--- src/kfd_pkg.sv ---
package kfd_pkg;

    // Frame capacity ceiling and derived widths
    localparam int unsigned MAX_FRAME = 4096;
    localparam int unsigned LEN_W     = 13;
    localparam int unsigned DROP_W    = 32;

    // KISS special bytes
    localparam logic [7:0] FEND  = 8'hC0;
    localparam logic [7:0] FESC  = 8'hDB;
    localparam logic [7:0] TFEND = 8'hDC;
    localparam logic [7:0] TFESC = 8'hDD;

    // Command nibbles
    localparam logic [3:0] CMD_DATA     = 4'd0;
    localparam logic [3:0] CMD_LAST_STD = 4'd6;
    localparam logic [3:0] CMD_RETURN   = 4'd15;

    localparam logic [LEN_W-1:0] LIMIT_RESET = LEN_W'(MAX_FRAME);

    typedef enum logic [1:0] {
        MODE_IDLE,
        MODE_COMMAND,
        MODE_BODY,
        MODE_ESCAPE
    } kfd_mode_t;

    typedef struct packed {
        logic              data_valid;
        logic [7:0]        data_byte;
        logic [3:0]        frame_port;
        logic              frame_done;
        logic [LEN_W-1:0]  frame_length;
        logic              protocol_error;
        logic              frame_dropped;
        logic [DROP_W-1:0] drop_total;
    } kfd_result_t;

endpackage

--- src/kiss_frame_deframer.sv ---
// Channel   Direction  Handshake            Payload
// input     in         in_valid / in_stall  rx_byte
// result    out        out_valid/out_stall  data_valid .. drop_total
// config    in         cfg_valid/cfg_ready  cfg_data (max_frame_len)
//
// One byte per cycle while not stalled; each result is registered in the buffer.
// The parser state updates in the same cycle a byte is accepted, so bytes
// may follow back to back. A two-slot result buffer absorbs out_stall;
// in_stall rises only when both slots are full.
// rst_n clears parser state, the drop count and the buffer; limit resets to 4096.
module kiss_frame_deframer (
    input  logic        clk,
    input  logic        rst_n,
    input  logic        in_valid,
    output logic        in_stall,
    input  logic [7:0]  rx_byte,
    input  logic        cfg_valid,
    output logic        cfg_ready,
    input  logic [12:0] cfg_data,
    output logic        out_valid,
    input  logic        out_stall,
    output logic        data_valid,
    output logic [7:0]  data_byte,
    output logic [3:0]  frame_port,
    output logic        frame_done,
    output logic [12:0] frame_length,
    output logic        protocol_error,
    output logic        frame_dropped,
    output logic [31:0] drop_total
);
    import kfd_pkg::*;

    logic        accept;
    logic        buf_full;
    kfd_result_t step_result;
    kfd_result_t head;

    assign cfg_ready = 1'b1;
    assign in_stall  = buf_full;
    assign accept    = in_valid && !buf_full;

    // Parse one byte per transaction
    kfd_parser u_parser (
        .clk      (clk),
        .rst_n    (rst_n),
        .step     (accept),
        .rx_byte  (rx_byte),
        .cfg_we   (cfg_valid),
        .cfg_data (cfg_data),
        .result   (step_result)
    );

    // Register results toward the output channel
    kfd_out_buf u_out_buf (
        .clk        (clk),
        .rst_n      (rst_n),
        .push       (accept),
        .push_data  (step_result),
        .full       (buf_full),
        .head_valid (out_valid),
        .head_stall (out_stall),
        .head_data  (head)
    );

    assign data_valid     = head.data_valid;
    assign data_byte      = head.data_byte;
    assign frame_port     = head.frame_port;
    assign frame_done     = head.frame_done;
    assign frame_length   = head.frame_length;
    assign protocol_error = head.protocol_error;
    assign frame_dropped  = head.frame_dropped;
    assign drop_total     = head.drop_total;

endmodule

--- src/kfd_parser.sv ---
module kfd_parser (
    input  logic                  clk,
    input  logic                  rst_n,
    input  logic                  step,
    input  logic [7:0]            rx_byte,
    input  logic                  cfg_we,
    input  logic [12:0]           cfg_data,
    output kfd_pkg::kfd_result_t  result
);
    import kfd_pkg::*;

    kfd_mode_t         mode_reg, mode_next;
    logic [3:0]        cmd_reg, cmd_next;
    logic [3:0]        port_reg, port_next;
    logic [LEN_W-1:0]  count_reg, count_next;
    logic [DROP_W-1:0] drops_reg, drops_next;
    logic [LEN_W-1:0]  limit_reg;

    logic [LEN_W-1:0]  limit_eff;
    logic              drop;
    kfd_mode_t         mode_cur;
    logic [3:0]        cmd_cur;
    logic [3:0]        port_cur;
    logic [LEN_W-1:0]  count_cur;
    logic [3:0]        nib;
    logic              cmd_known;

    // Hold the frame capacity register
    always_ff @(posedge clk or negedge rst_n)
    begin
        if (!rst_n)
        begin
            limit_reg <= LIMIT_RESET;
        end
        else if (cfg_we)
        begin
            limit_reg <= cfg_data;
        end
    end

    // Advance parser state on each accepted byte
    always_ff @(posedge clk or negedge rst_n)
    begin
        if (!rst_n)
        begin
            mode_reg  <= MODE_IDLE;
            cmd_reg   <= CMD_RETURN;
            port_reg  <= '0;
            count_reg <= '0;
            drops_reg <= '0;
        end
        else if (step)
        begin
            mode_reg  <= mode_next;
            cmd_reg   <= cmd_next;
            port_reg  <= port_next;
            count_reg <= count_next;
            drops_reg <= drops_next;
        end
    end

    // Clamp the limit into 1..MAX_FRAME
    always_comb
    begin
        if (limit_reg == '0)
        begin
            limit_eff = LEN_W'(1);
        end
        else if (limit_reg > LIMIT_RESET)
        begin
            limit_eff = LIMIT_RESET;
        end
        else
        begin
            limit_eff = limit_reg;
        end
    end

    assign nib       = rx_byte[3:0];
    assign cmd_known = (nib <= CMD_LAST_STD) || (nib == CMD_RETURN);

    // Drop an overlong frame first, then parse the byte
    always_comb
    begin
        drop      = (count_reg >= limit_eff);
        mode_cur  = drop ? MODE_IDLE : mode_reg;
        cmd_cur   = drop ? CMD_RETURN : cmd_reg;
        port_cur  = drop ? 4'd0 : port_reg;
        count_cur = drop ? '0 : count_reg;

        mode_next  = mode_cur;
        cmd_next   = cmd_cur;
        port_next  = port_cur;
        count_next = count_cur;
        drops_next = drops_reg + DROP_W'(drop);

        result                = '0;
        result.frame_dropped  = drop;

        case (mode_cur)
            MODE_IDLE:
            begin
                if (rx_byte == FEND)
                begin
                    mode_next = MODE_COMMAND;
                end
            end
            MODE_COMMAND:
            begin
                if (rx_byte != FEND)
                begin
                    if (cmd_known)
                    begin
                        cmd_next  = nib;
                        port_next = rx_byte[7:4];
                        mode_next = MODE_BODY;
                    end
                    else
                    begin
                        result.protocol_error = 1'b1;
                    end
                end
            end
            MODE_BODY:
            begin
                if (rx_byte == FESC)
                begin
                    mode_next = MODE_ESCAPE;
                end
                else if (rx_byte == FEND)
                begin
                    // deliver a non-empty data frame for port 0, discard others
                    if (cmd_cur == CMD_DATA && port_cur == 4'd0 && count_cur != '0)
                    begin
                        result.frame_done   = 1'b1;
                        result.frame_length = count_cur;
                        mode_next           = MODE_IDLE;
                    end
                    else
                    begin
                        mode_next = MODE_COMMAND;
                    end
                    count_next = '0;
                    cmd_next   = CMD_RETURN;
                end
                else if (cmd_cur == CMD_DATA)
                begin
                    result.data_valid = 1'b1;
                    result.data_byte  = rx_byte;
                    count_next        = count_cur + LEN_W'(1);
                end
            end
            MODE_ESCAPE:
            begin
                if (rx_byte == TFEND || rx_byte == TFESC)
                begin
                    if (cmd_cur == CMD_DATA)
                    begin
                        result.data_valid = 1'b1;
                        result.data_byte  = (rx_byte == TFEND) ? FEND : FESC;
                        count_next        = count_cur + LEN_W'(1);
                    end
                    mode_next = MODE_BODY;
                end
                else
                begin
                    result.protocol_error = 1'b1;
                end
            end
            default:
            begin
                mode_next = MODE_IDLE;
            end
        endcase

        result.frame_port = port_next;
        result.drop_total = drops_next;
    end

endmodule

--- src/kfd_out_buf.sv ---
module kfd_out_buf (
    input  logic                  clk,
    input  logic                  rst_n,
    input  logic                  push,
    input  kfd_pkg::kfd_result_t  push_data,
    output logic                  full,
    output logic                  head_valid,
    input  logic                  head_stall,
    output kfd_pkg::kfd_result_t  head_data
);
    import kfd_pkg::*;

    kfd_result_t head_reg;
    kfd_result_t skid_reg;
    logic        head_valid_reg;
    logic        skid_valid_reg;
    logic        pop;

    assign pop        = head_valid_reg && !head_stall;
    assign full       = skid_valid_reg;
    assign head_valid = head_valid_reg;
    assign head_data  = head_reg;

    // Track occupancy of the head and skid slots
    always_ff @(posedge clk or negedge rst_n)
    begin
        if (!rst_n)
        begin
            head_valid_reg <= 1'b0;
            skid_valid_reg <= 1'b0;
        end
        else if (pop)
        begin
            if (skid_valid_reg)
            begin
                skid_valid_reg <= 1'b0;
            end
            else
            begin
                head_valid_reg <= push;
            end
        end
        else if (head_valid_reg)
        begin
            if (push)
            begin
                skid_valid_reg <= 1'b1;
            end
        end
        else
        begin
            head_valid_reg <= push;
        end
    end

    // Move payloads: refill head from skid, else park new results
    always_ff @(posedge clk)
    begin
        if (pop)
        begin
            head_reg <= skid_valid_reg ? skid_reg : push_data;
        end
        else if (head_valid_reg)
        begin
            if (push)
            begin
                skid_reg <= push_data;
            end
        end
        else
        begin
            head_reg <= push_data;
        end
    end

endmodule

--- config.mk ---
export PLATFORM = sky130hd
export DESIGN_NAME = kiss_frame_deframer
export DESIGN_NICKNAME = d
export VERILOG_FILES = /design/src/kfd_pkg.sv /design/src/kiss_frame_deframer.sv /design/src/kfd_parser.sv /design/src/kfd_out_buf.sv
export SDC_FILE = /design/constraint.sdc
export NUM_CORES = 1
export LEC_CHECK = 0
export BUFFER_PORTS_ARGS = -buffer_cell sky130_fd_sc_hd__buf_2
export CAP_MARGIN = 20
export CORE_UTILIZATION = 60
export DETAILED_ROUTE_END_ITERATION = 10
export GPL_TIMING_DRIVEN = 0
export PLACE_DENSITY_LB_ADDON = 0.2
export SETUP_SLACK_MARGIN = 0.15
export SYNTH_ARGS = -nofsm -noshare
export SYNTH_HDL_FRONTEND = slang
export SYNTH_SLANG_ARGS = --single-unit
--- constraint.sdc ---
create_clock -name clk -period 6.2 [get_ports clk]
set_input_delay 1.24 -clock clk [delete_from_list [all_inputs] [get_ports clk]]
set_output_delay 1.24 -clock clk [all_outputs]
set_load 0.01 [all_outputs]
==> results.md, run 1 <==
* Status: complete, no violations
* Placed cells at 1138
* Total negative setup slack at 0 ns
* Leakage power at 0.004457 µW
* Largest stage delay, worst path at 0.46 ns
* Overall die width at 127.4 µm
* Hold Crit Endpoint: u_parser.drops_reg[0]$_DFFE_PN0P_
* ANT cells at 0
* Die area at 0.01622 mm²
* Crit start category: register
* Critical path arrival at 5.30 ns
* Hpwl dp at 13890 µm
* Fillers at 1145
* R2R cell count at 19
* I/O Pins at 90
* Crit-path max FO at 10
* RSZ-0062 raised after global routing: no
* Worst-path clk slew at 0.07 ns
* Post-CTS sizing at 0
* CP max-delay cell: nor3_2
* Reg-to-Reg Start: u_parser.limit_reg[12]$_DFFE_PN1P_
* # Post-CTS Setup Buffers at 0
* Yosys warnings at 0
* Area of the multi-input gates at 0.003704 mm²
* Max Cap Violations at 0
* Post-route DRC at 0
* HP Start: u_parser.drops_reg[0]$_DFFE_PN0P_
* CTS Sinks at 192
* Grt ovf at 0
* Minimum clock period at 4.945 ns
* Nets at 993
* Worst Tran Pin Value at 1.081 ns
* Post-synthesis register bit count at 192
* Main flop type after synthesis: edfxtp_1
* Flop-to-flop setup slack at 1.25 ns
* Reg-to-reg endpoint: u_parser.count_reg[2]$_DFFE_PN0P_
* H-tree depth at 4
* Slew Limit Fails at 0
* Largest net degree at the start of global routing at 71
* Max clock buf depth at 2
* Vias per std cell at 5.911
* Initial drt markers at 787
* Initial Utilization at 0.6180
* Fin cells at 1170
* Final hold violation count at 0
* Post-Syn Nets at 887
* Initial antenna violation count at 0
* Sequential Area at 0.005421 mm²
* EDFF count, synth at 122
* TritonCTS buffer count at 17
* Worst Path Buf+Inv at 6
* Drt total wl at 20690 µm
* CP required at 6.55 ns
* CTS tree: built
* Insertion delay to the later sink of the worst-skew pair at 0.44 ns
* Family with the most delay on the worst path: simple AND/OR/NAND/NOR gates
* DRT Pass-1 Iters at 7
* Worst setup path category: register to register
* Root Driver: clkbuf_16
* FMAX at 202.2 MHz
* Core ar. at 0.01526 mm²
* Routed via count at 6916
* Rel. slew slack at 0.2727
* VDD IR max at 0.2158 mV
* Final Setup Violations at 0
* Hold Path Class: register to register
* Final clock skew at 0.008958 ns
* # rows at 45
* GRT Total Usage at 0.2720
* Vias in the first global route at 6548
* Cell breakdown of the critical path: inv_1, clkbuf_1, nand2_1, ha_1, a21oi_1, o21ai_1, or3_1, o22ai_2, buf_2, buf_2, nand2_1, inv_1, ha_1, inv_1, nor3_2, a21oi_1, nor2_1, a41oi_1, a21oi_1
* Die height at 127.4 µm
* Mapped Area at 0.009429 mm²
* I/O Buffers at 85
* Stages on the worst setup path at 19
* Post-synth cell types at 65
* Drt wl/cell at 17.68 µm
* Share of cells above drive strength 1 at 0.2023
* Post-layout util at 0.7040
* First-pass GRT wire length at 33820 µm
* Total power at 4152 µW
* Antenna-violating nets left at 0
* Register area share after synthesis at 0.5750
* Power per standard cell area at 386.5 mW/mm²
* Worst hold stages at 2
* Area grow syn2layout at 13.92%
* RePlAce Congestion at 0.9156
* Ys async rst share at 0.3646
* Mapped Cells at 840
* Mean post-synth cell area at 11.23 µm²
* Nature of the critical path endpoint: register
* Count of hold-fix buffers inserted at cts at 0
* Tcrit/Tclk final at 0.7976
-- area by class of cell --
type | instances | share of cell area
inverter | 30 | 0.01048
timing repair buffer | 87 | 0.04426
sequential | 192 | 0.5047
buffer | 49 | 0.01922
tap | 211 | 0.02458
multi-input combinational | 569 | 0.3448
clock buffer | 18 | 0.03995
clock inverter | 14 | 0.01200
-- metal layers --
layer	up-vias	global-route usage	routed length, µm
li1	3238	-	-
met3	41	0.04899	1299
met4	0	0.09034	326
met2	293	0.4224	9715
met1	3344	0.3904	9350
met5	-	0	0
-- worst max path at each step --
stage	slack, ns	from	end
4_1_cts	1.41	u_parser.limit_reg[12]$_DFFE_PN1P_	u_parser.count_reg[1]$_DFFE_PN0P_
6_report	1.25	u_parser.limit_reg[12]$_DFFE_PN1P_	u_parser.count_reg[2]$_DFFE_PN0P_
3_3_place_gp	-1.77	out_stall	u_out_buf.skid_reg[43]$_DFFE_PP_
5_1_grt	1.02	u_parser.limit_reg[12]$_DFFE_PN1P_	u_parser.count_reg[7]$_DFFE_PN0P_
3_5_place_dp	1.45	u_parser.limit_reg[12]$_DFFE_PN1P_	u_parser.count_reg[1]$_DFFE_PN0P_
2_1_floorplan	0.38	out_stall	u_out_buf.skid_reg[0]$_DFFE_PP_
-- worst min-delay path, delay by kind of cell (launching register included) --
kind          cells  cell delay, ns
simple gates      2            0.11
flops             1            0.36
-- logic make-up (layout without fill, tap and decap cells) --
logic type      after synthesis  count (layout)  share of synthesized area
mux                          37              37                    0.04392
other cells                   1               1                  0.0003977
simple gates                322             322                     0.1791
buf+inv                      79             198                    0.03384
xor+xnor                     61              61                    0.05666
flops                       192             192                     0.5750
fa+ha+maj                    21              21                    0.02787
compound gates              127             127                    0.08320
-- cell usage after synthesis (4+ instances only) --
library cell	count	area, µm²
edfxtp_1	122	3664
nand2_1	98	367.9
nor2_1	73	274.0
dfrtp_1	65	1627
o21ai_0	36	180.2
mux2_2	35	394.1
xor2_1	34	297.8
clkbuf_1	31	116.4
a21oi_1	30	150.1
inv_1	29	108.9
nand3_1	27	135.1
xnor2_1	27	236.5
nand4_1	24	150.1
and2_1	22	137.6
ha_1	21	262.8
a31oi_1	16	100.1
nor3_1	15	75.07
buf_2	14	70.07
and3_1	13	81.33
and4_1	8	70.07
o31ai_1	8	60.06
nor4_1	7	43.79
dfstp_2	5	131.4
nor2b_1	5	31.28
o211ai_1	5	37.54
nor4_4	4	85.08
o221ai_1	4	35.03
o22ai_1	4	25.02
-- cells in the final DEF, fill, tap and decap left out, drive strengths merged, types with 30 or more instances in the layout --
cell	n
a21oi	30
buf	104
clkbuf	50
dfrtp	65
edfxtp	122
inv	37
mux2	35
nand2	98
nand3	30
nor2	73
o21ai	39
xor2	34
-- power by group --
group	total, µW	switching (µW)	internal [µW]	leakage (µW)
Sequential	1810	117	1690	0.00210
Clock	1060	497	560	0.000266
Combinational	1280	852	432	0.00209
-- stage by stage --
| stage | area (µm²) | setup WS (ns) | hold slack, ns |
|---|---|---|---|
| after global routing | 10740 | 1.017 | 0.5147 |
| final | 10740 | 1.255 | 0.4931 |
| after detailed placement | 10180 | 1.450 | 0.4701 |
| after global placement | 10120 | -1.772 | 0.4636 |
| after floorplan | 9429 | 0.3756 | 0.4498 |
| after CTS | 10740 | 1.409 | 0.4907 |
Power figures use the tool's default switching activity.
==> run 2, diff against run 1 <==
--- a/config.mk
+++ b/config.mk
@@ -5,9 +5,10 @@
 export SDC_FILE = /design/constraint.sdc
 export NUM_CORES = 1
 export LEC_CHECK = 0
+export ABC_AREA = 1
 export BUFFER_PORTS_ARGS = -buffer_cell sky130_fd_sc_hd__buf_2
 export CAP_MARGIN = 20
-export CORE_UTILIZATION = 60
+export CORE_UTILIZATION = 54
 export DETAILED_ROUTE_END_ITERATION = 10
 export GPL_TIMING_DRIVEN = 0
 export PLACE_DENSITY_LB_ADDON = 0.2
==> constraint.sdc (replaced) <==
create_clock -name clk -period 4.4 [get_ports clk]
set_input_delay 0.88 -clock clk [delete_from_list [all_inputs] [get_ports clk]]
set_output_delay 0.88 -clock clk [all_outputs]
set_load 0.01 [all_outputs]
==> results.md, run 2 <==
* Status: complete, no violations
* Final clock skew at 0.01044 ns
* Total power at 7032 µW
* Hpwl dp at 15450 µm
* Reg-to-reg endpoint: u_out_buf.head_data[28]$_DFFE_PP_
* Fillers at 1348
* Reg power frac at 0.405
* Drt wl/cell at 16.58 µm
* Post-synthesis register bit count at 192
* Die area at 0.01823 mm²
* TritonCTS buffer count at 17
* Minimum clock period at 4.155 ns
* Post-Syn Nets at 1033
* First-pass GRT wire length at 35480 µm
* Switching Share at 0.3747
* Grt ovf at 0
* Mean post-synth cell area at 9.690 µm²
* Most common cell after layout, fill and taps aside: nand2_1
* Insertion delay to the later sink of the worst-skew pair at 0.44 ns
* Clock Power Share at 0.217
* Max clock buf depth at 2
* Power per standard cell area at 604.5 mW/mm²
* Post-route DRC at 0
* Critical path arrival at 4.34 ns
* Reg-to-Reg Start: u_parser.limit_reg[10]$_DFFE_PN0P_
* ANT cells at 0
* I/O Pins at 90
* EDFF count, synth at 122
* GRT Total Usage at 0.2567
* Dominant cell type by area after synthesis: edfxtp_1
* Switching power at 2635 µW
* Most common cell in the netlist: nand2_1
* Mapped Cells at 986
* Gate power share at 0.378
* Slew Limit Fails at 0
* CTS Sinks at 192
* Nature of the critical path endpoint: register
* VDD IR max at 0.3569 mV
* Top post-synthesis cells by area: edfxtp_1 (38%), dfrtp_1 (17%), nand2_1 (8.3%), mux2_2 (5.7%), inv_1 (5.0%)
* Post-synth cell types at 40
* Hold Path Class: input port to asynchronous set/reset pin
* Ys async rst share at 0.3646
* Initial antenna violation count at 0
* Final hold violation count at 0
* Most frequent cells in the layout: nand2_1 (193), edfxtp_1 (122), inv_1 (117)
* I/O Buffers at 87
* Tcrit/Tclk final at 0.9442
* DRT Pass-1 Iters at 8
* CTS tree: built
* Vias in the first global route at 6983
* Yosys warnings at 0
* Mapped Area at 0.009554 mm²
* Worst-path clk slew at 0.07 ns
* Crit-path max FO at 5
* H-tree depth at 4
* Main flop type after synthesis: edfxtp_1
* Worst Tran Pin Value at 0.8688 ns
* Antenna-violating nets left at 0
* Drt total wl at 22590 µm
* Post-synth top cells: nand2_1 (211), inv_1 (128), edfxtp_1 (122)
* Largest net degree at the start of global routing at 64
* Share of cells above drive strength 1 at 0.2742
* Cell Int Power at 4397 µW
* Root Driver: clkbuf_16
* Leakage power at 0.005096 µW
* Post-layout util at 0.6725
* Area grow syn2layout at 21.74%
* Flop-to-flop setup slack at 0.25 ns
* Rel. slew slack at 0.4208
* CP required at 4.59 ns
* Post-synth top area share at 0.3834
* Initial drt markers at 883
* Initial Utilization at 0.5524
* Nets at 1172
* # rows at 48
* Max Cap Violations at 0
* Crit start category: register
* Worst setup path category: register to register
* Routed via count at 7429
* Register area share after synthesis at 0.5674
* RSZ-0062 raised after global routing: yes
* Final Setup Violations at 0
* R2R cell count at 24
* Count of hold-fix buffers inserted at cts at 0
* Core ar. at 0.01730 mm²
* FMAX at 240.7 MHz
* Vias per std cell at 5.450
* RePlAce Congestion at 0.9470
* Die height at 135.0 µm
* Overall die width at 135.0 µm
-- run 2: changes by cell type in the layout (fill, tap and decap cells not counted), moves of 14 or more --
cell     before  now
and2_1       22    0
buf_4         2   30
inv_1        29  117
nand2_1      97  193
nand2_2       0   19
nor2_1       72   87
nor2_2        0   14
o21ai_0      36   58
xnor2_1      27    2
-- run 2: what timing repair did --
item | in CTS | in global routing
gates cloned | 1 | 0
pin swaps | 11 | 32
gates resized for setup | 37 | 80
buffers inserted | 10 | 19
endpoints found under the setup margin | 121 | 84
-- run 2: cell families after synthesis --
| group | Yosys count | share of synthesized area |
|---|---|---|
| xor+xnor | 28 | 0.02567 |
| flops | 192 | 0.5674 |
| compound gates | 129 | 0.07491 |
| buf+inv | 157 | 0.06365 |
| other cells | 1 | 0.0003925 |
| fa+ha+maj | 21 | 0.02750 |
| simple gates | 410 | 0.1839 |
| mux | 48 | 0.05657 |
-- run 2: area by class of cell --
cell class	count	area, µm²	area share
Buffer	26	136.4	0.01173
Clock buffer	21	440.4	0.03787
Clock inverter	11	131.4	0.01130
Inverter	131	499.2	0.04292
Multi-Input combinational cell	638	3979	0.3421
Sequential cell	192	5421	0.4661
Tap cell	225	281.5	0.02420
Timing Repair Buffer	119	742.0	0.06379
-- run 2: stage by stage --
stage	TNS (ns)	hold WS (ns)	area (µm²)	setup slack, ns	instances
floorplan	0	0.4492	9559	0.3132	986
global route	-0.07604	0.4156	11630	-0.04648	1363
global placement	-82.73	0.4638	10280	-1.192	1298
detailed placement	-40.72	0.4718	10370	-1.122	1301
finish	0	0.3820	11630	0.2453	1363
CTS	0	0.3932	11170	0.1494	1344
-- run 2: worst max-delay path by stage --
stage,slack [ns],cells after the start,start,to
after CTS,0.15,25,u_parser.limit_reg[2]$_DFFE_PN0P_,u_out_buf.head_data[22]$_DFFE_PP_
after floorplan,0.31,26,u_parser.limit_reg[1]$_DFFE_PN0P_,u_out_buf.head_data[59]$_DFFE_PP_
after global placement,-1.19,25,u_parser.limit_reg[9]$_DFFE_PN0P_,u_out_buf.head_data[58]$_DFFE_PP_
after detailed placement,-1.12,25,u_parser.limit_reg[9]$_DFFE_PN0P_,u_out_buf.head_data[59]$_DFFE_PP_
after global routing,-0.05,25,u_parser.limit_reg[9]$_DFFE_PN0P_,u_parser.drops_reg[29]$_DFFE_PN0P_
final,0.25,24,u_parser.limit_reg[10]$_DFFE_PN0P_,u_out_buf.head_data[28]$_DFFE_PP_
-- run 2: critical path, cell delays in order, from the launching register on --
cell and delay (ns):
dfrtp_1 0.41, nor4_4 0.34, nand3_2 0.19, nand2_4 0.17, nand2_4 0.07, ha_4 0.28, nand2_4 0.05, nor2_4 0.10
inv_2 0.06, nor3_4 0.16, nand2_2 0.09, nand2_4 0.10, buf_12 0.13, ha_4 0.15, ha_4 0.14, nand3_4 0.10
inv_4 0.10, nand3_4 0.08, nor2_4 0.17, nand4_1 0.15, nor2_2 0.18, nand3_1 0.10, nor2_2 0.16, xor2_2 0.11
mux2_4 0.27
-- run 2: power by group through the flow --
| stage | logic (µW) | clock network, µW | registers (µW) |
|---|---|---|---|
| after global routing | 2940 | 1620 | 2900 |
| after floorplan | 1400 | 0 | 2910 |
| after CTS | 2400 | 1550 | 2820 |
| final | 2660 | 1530 | 2840 |
| after global placement | 2190 | 0 | 2830 |
| after detailed placement | 2260 | 0 | 2840 |
-- run 2: metal layers --
| layer | share of wire | routed length, µm | global-route usage |
|---|---|---|---|
| met5 | 0 | 0 | 0 |
| met4 | 0.030 | 677 | 0.1042 |
| met3 | 0.052 | 1176 | 0.04542 |
| met2 | 0.48 | 10930 | 0.4124 |
| met1 | 0.43 | 9811 | 0.3462 |
